===== src/hdl/fps_pkg.sv =====
// Package for the fixed-point sine and cosine pipeline.
// Holds field widths, polynomial coefficients and shift amounts.
// No dependencies.
package fps_pkg;

  localparam int unsigned AngleW = 16;
  localparam int unsigned ValueW = 14;
  localparam int unsigned XW     = 14;
  localparam int unsigned AccW   = 32;
  localparam int unsigned ShN    = 13;
  localparam int unsigned ShR    = 3;
  localparam int unsigned ShQ    = 31;
  localparam int unsigned ShOut  = 12;
  localparam int unsigned TW     = AccW - ShN;
  localparam int unsigned MagW   = AccW - (ShQ - ShOut);

  localparam logic [AccW-1:0]   CoefA   = 32'd3370945099;
  localparam logic [AccW-1:0]   CoefB   = 32'd2746362156;
  localparam logic [AccW-1:0]   CoefC   = 32'd292421;
  localparam logic [AngleW-1:0] Quarter = 16'd8192;
  localparam logic [AngleW-1:0] HalfPt  = 16'h8000;
  localparam logic [AccW-1:0]   RoundK  = AccW'(1) << (ShQ - ShOut - 1);

  localparam logic signed [ValueW-1:0] ValueMax = 14'sd4096;
  localparam logic signed [ValueW-1:0] ValueMin = -14'sd4096;

endpackage


===== src/hdl/fixed_point_sine_cosine_top.sv =====
// Pipelined fixed-point sine/cosine: throughput one transaction per cycle while
// the output is not stalled.
// Seven register stages: quadrant fold, five multiplier stages, round/negate.
// A stall on the output freezes the whole pipeline; nothing is lost or repeated.
// Reset (rst_ni low, asynchronous) clears all stage valid bits.
// Depends on fps_pkg.
module fixed_point_sine_cosine_top (
  input  logic                                 clk_i,
  input  logic                                 rst_ni,
  input  logic                                 in_valid_i,
  output logic                                 in_ready_o,
  input  logic signed [fps_pkg::AngleW-1:0]    angle_i,
  input  logic                                 action_i,
  output logic                                 out_valid_o,
  input  logic                                 out_ready_i,
  output logic signed [fps_pkg::ValueW-1:0]    value_o
);
  import fps_pkg::*;

  localparam int unsigned NStg = 7;

  logic                 adv;
  logic [NStg-1:0]      v_q, v_d;
  logic [XW-1:0]        x_q [NStg-1];
  logic                 n_q [NStg-1];
  logic [AccW-1:0]      m1_q, m2_q, m3_q, m4_q, m5_q;
  logic [AccW-1:0]      m1_d, m2_d, m3_d, m4_d, m5_d;
  logic [ValueW-1:0]    val_q, val_d;

  logic [AngleW-1:0]    ang, dbl;
  logic [XW-1:0]        x_d;
  logic [AccW-1:0]      a3, a5, rnd;
  logic [MagW-1:0]      mag;
  logic [AccW:0]        p1, p2, p3, p4, p5;

  assign adv        = !v_q[NStg-1] || out_ready_i;
  assign in_ready_o = adv;

  always_comb begin
    ang = action_i ? AngleW'(angle_i) + Quarter : AngleW'(angle_i);
    dbl = {ang[AngleW-2:0], 1'b0};
    if (ang[13]) begin
      dbl = HalfPt - dbl;
    end
    x_d = dbl[XW:1];
  end

  always_comb begin
    p1   = {1'b0, CoefC} * {{(AccW+1-XW){1'b0}}, x_q[0]};
    m1_d = p1[AccW-1:0];
    p2   = {{(AccW+1-XW){1'b0}}, x_q[1]} * {{(AccW+1-TW){1'b0}}, m1_q[AccW-1:ShN]};
    m2_d = p2[AccW-1:0];
    a3   = CoefB - {{ShR{1'b0}}, m2_q[AccW-1:ShR]};
    p3   = {{(AccW+1-XW){1'b0}}, x_q[2]} * {{(AccW+1-TW){1'b0}}, a3[AccW-1:ShN]};
    m3_d = p3[AccW-1:0];
    p4   = {{(AccW+1-XW){1'b0}}, x_q[3]} * {{(AccW+1-TW){1'b0}}, m3_q[AccW-1:ShN]};
    m4_d = p4[AccW-1:0];
    a5   = CoefA - {1'b0, m4_q[AccW-1:1]};
    p5   = {{(AccW+1-XW){1'b0}}, x_q[4]} * {{(AccW+1-TW){1'b0}}, a5[AccW-1:ShN]};
    m5_d = p5[AccW-1:0];
    rnd  = m5_q + RoundK;
    mag  = rnd[AccW-1:ShQ-ShOut];
    val_d = n_q[5] ? ValueW'(0) - {1'b0, mag} : {1'b0, mag};
  end

  always_comb begin
    v_d = {v_q[NStg-2:0], in_valid_i};
  end

  always_ff @(posedge clk_i or negedge rst_ni) begin
    if (!rst_ni) begin
      v_q <= '0;
    end else if (adv) begin
      v_q <= v_d;
    end
  end

  always_ff @(posedge clk_i) begin
    if (adv) begin
      x_q[0] <= x_d;
      n_q[0] <= ang[14];
      for (int i = 1; i < NStg - 1; i++) begin
        x_q[i] <= x_q[i-1];
        n_q[i] <= n_q[i-1];
      end
      m1_q  <= m1_d;
      m2_q  <= m2_d;
      m3_q  <= m3_d;
      m4_q  <= m4_d;
      m5_q  <= m5_d;
      val_q <= val_d;
    end
  end

  assign out_valid_o = v_q[NStg-1];
  assign value_o     = signed'(val_q);

endmodule


===== config.mk =====
export PLATFORM = sky130hd
export DESIGN_NAME = fixed_point_sine_cosine_top
export DESIGN_NICKNAME = d
export VERILOG_FILES = /design/src/hdl/fps_pkg.sv /design/src/hdl/fixed_point_sine_cosine_top.sv
export SDC_FILE = /design/constraint.sdc
export NUM_CORES = 2
export LEC_CHECK = 0
export BUFFER_PORTS_ARGS = -buffer_cell sky130_fd_sc_hd__buf_4
export CORE_AREA = 5 5 318 320
export DETAILED_ROUTE_END_ITERATION = 16
export DIE_AREA = 0 0 323 325
export PLACE_DENSITY = 0.71
export SLEW_MARGIN = 5
export SYNTH_ARGS = -nofsm -noshare
export SYNTH_HDL_FRONTEND = slang
export SYNTH_SLANG_ARGS = --single-unit
export TNS_END_PERCENT = 20

===== constraint.sdc =====
create_clock -name clk_i -period 9.3 [get_ports clk_i]
set_clock_uncertainty 0.1 [all_clocks]
set_input_delay 0.93 -clock clk_i [delete_from_list [all_inputs] [get_ports clk_i]]
set_output_delay 0.93 -clock clk_i [all_outputs]
set_load 0.03 [all_outputs]

==> metrics.md <==
| Metric | Value |
|---|---|
| Synthesized flop and latch total | `207` |
| H-tree levels | `1` |
| CP delay by family, top | `adder cells` |
| Detailed-route DRC error count | `0` |
| Gr usage total | `0.179` |
| Detailed Routing Iterations Pass 1 | `5` |
| Via density | `5.14` |
| Multi-input gate area | `33,400 sq um` |
| Synthesized instance count | `4,468` |
| Crit path kind | `reg2reg` |
| # port buffers | `35` |
| I/O pin count | `37` |
| Peak Freq | `0.113 GHz` |
| Global route overflow | `0` |
| Worst r2r path cells | `33` |
| Sequential fraction of the synthesis area | `0.141` |
| Initial antenna violation count | `1` |
| Netlist cell types | `70` |
| Initial DRC count | `1,615` |
| Min-Delay Path Class | `in2async` |
| Commonest non-fill, non-tap cell in the layout | `inv_1` |
| Die width | `323 um` |
| Largest net degree at the start of global routing | `60` |
| Reg clk slew, reported paths | `0.06 ns` |
| Setup bufs post-CTS | `0` |
| Most frequent cells in the layout | `inv_1, fa_1, nand2_1` |
| Status | `completed` |
| Die Y | `325 um` |
| Final worst path period share | `0.949` |
| First-pass GRT wire length | `157,000 um` |
| Synth Warn # | `0` |
| Buffers and inverters on the worst path | `5` |
| Reg2reg setup slack | `0.48 ns` |
| CTS sink count | `207` |
| Crit path from | `m4_q[4]$_DFFE_PP_` |
| Final Slew Violations | `0` |
| Core box area | `97,800 sq um` |
| Number of global-route vias before repair | `31,900` |
| FILL cells | `9,069` |
| Num CTS Buffers | `24` |
| Final Hold Viols | `0` |
| Asr flop ratio synth | `0.0338` |
| Post-DP HPWL | `72,300 um` |
| Post-synthesis instance area | `43,800 sq um` |
| Gpl congestion | `0.854` |
| Dpl cell area | `45,300 sq um` |
| CTS tree | `built` |
| CP arrival | `9.03 ns` |
| Die footprint | `105,000 sq um` |
| Syn nets | `5,836` |
| Reg-to-Reg End | `m5_q[28]$_DFFE_PP_` |
| Critical path's slowest cell | `fa_1` |
| Minimum clock period | `8.82 ns` |
| Std cell rows | `115` |
| Worst setup SP type | `flop` |
| Antenna cells | `0` |
| Post-cts resize count | `0` |
| Fraction of layout cells with a size suffix above 1 | `0.0301` |
| Worst flop-to-flop path startpoint | `m4_q[4]$_DFFE_PP_` |
| Critical path depth | `33` |
| Final instance area | `46,100 sq um` |
| Mean Syn Cell Area | `9.79 sq um` |
| CP required | `9.51 ns` |
| Worst Path Max Fanout | `14` |
| Fin nets | `5,771` |
| DRT Wirelength | `90,500 um` |
| Worst path most repeated cell | `fa_1` |
| CP Capture Type | `flop` |
| Slew @ Worst Pin | `1.03 ns` |
| Seq. cell area | `6180 sq um` |
| Post-synth EDFFs | `200` |
| Relative slew slack | `0.310` |
| Predominant post-synthesis flop cell | `edfxtp_1` |
| Antenna Violating Nets Remaining | `0` |
| Via count | `29,300` |
| WL/cell | `15.9 um` |
| Final setup vio count | `0` |
| Maxcap violations | `0` |
| Slowest Stage Delay on Critical Path | `0.53 ns` |
| Area delta synth->final | `5.27%` |
| Hold buffers post-CTS | `0` |
| CTS Root Buffer Type | `clkbuf_16` |
| Critical Path Sink | `m5_q[28]$_DFFE_PP_` |
| Worst-Skew Late Latency | `0.56 ns` |
| Initial Util | `0.447` |
| CTS Buffer Depth | `3` |
[metrics by stage]
step	TNS (ns)	hold slack (ns)	setup WS [ns]	util	instances
5_1_grt	-0.00197	0.0532	-0.00197	0.471	5708
3_3_place_gp	0	0.304	0.516	0.463	5664
3_5_place_dp	0	0.305	0.433	0.463	5664
2_1_floorplan	0	0.300	1.22	-	4468
4_1_cts	0	0.0422	0.417	0.471	5708
6_report	0	0.0691	0.478	0.471	5708
[worst min path at each step]
stage	to	startpoint	slack (ns)	cells after the start
CTS	v_q[6]$_DFFE_PN0P_	rst_ni	0.04	1
global placement	n_q[5]$_DFFE_PP_	n_q[4]$_DFFE_PP_	0.30	0
detailed placement	n_q[2]$_DFFE_PP_	n_q[1]$_DFFE_PP_	0.30	0
floorplan	n_q[1]$_DFFE_PP_	n_q[0]$_DFFE_PP_	0.30	0
finish	v_q[6]$_DFFE_PN0P_	rst_ni	0.07	1
global route	v_q[6]$_DFFE_PN0P_	rst_ni	0.05	1
[sequential cells by signal (all words and copies together), names as in the netlist]
signal and flops:
m5_q 14, m4_q 29, value_o 14, v_q 7, m1_q 21, m2_q 29
m3_q 19, n_q 6, x_q 68
[kinds of logic after synthesis]
family | share of synthesized area
adders and majority gates | 0.531
and+or+nand+nor | 0.148
buffers and inverters | 0.0953
AOI/OAI and AO/OA | 0.0463
DFF | 0.141
xor gates and xnor gates | 0.0358
muxes | 0.00177
[cell type report]
class,count,share of cell area
inverter,945,0.0770
multi-input combinational,3153,0.726
sequential,207,0.134
timing repair buffer,72,0.0117
clock inverter,15,0.00312
tap,1287,0.0350
clock buffer,29,0.0134
[synthesized netlist by cell type, types with 4 or more instances]
cell	instances	area [sq um]
inv_1	945	3550
fa_1	852	17100
nand2_1	611	2290
ha_1	495	6190
and2_1	472	2950
edfxtp_1	200	6010
clkbuf_1	140	526
xnor2_1	117	1020
a21oi_1	85	425
nor2_1	81	304
xor2_1	60	526
o21ai_0	50	250
a21o_1	39	293
nand3_1	37	185
o21a_1	27	203
nor3_1	26	130
nor2b_1	21	131
nand2b_1	18	113
and3_1	16	100
a31oi_1	15	93.8
buf_1	15	56.3
o21bai_1	14	105
nand4_1	11	68.8
or3_1	8	50.1
buf_2	7	35.0
dfrtp_1	7	175
o31ai_1	7	52.6
a211o_1	6	52.6
a211oi_1	6	45.0
mux2_2	6	67.6
a21boi_0	5	37.5
nor4_1	5	31.3
o211ai_1	5	37.5
a221o_1	4	40.0
[per-layer routing]
layer,vias to the layer above,share of wire,global-route usage
met5,-,0,0
met1,15100,0.44,0.242
met4,0,0.023,0.0410
met3,128,0.049,0.0243
li1,13500,-,-
met2,642,0.49,0.309
Power is left out: the tool's default activity adds up to more than one toggle a clock period on the data nets, which glitch-free logic cannot reach.
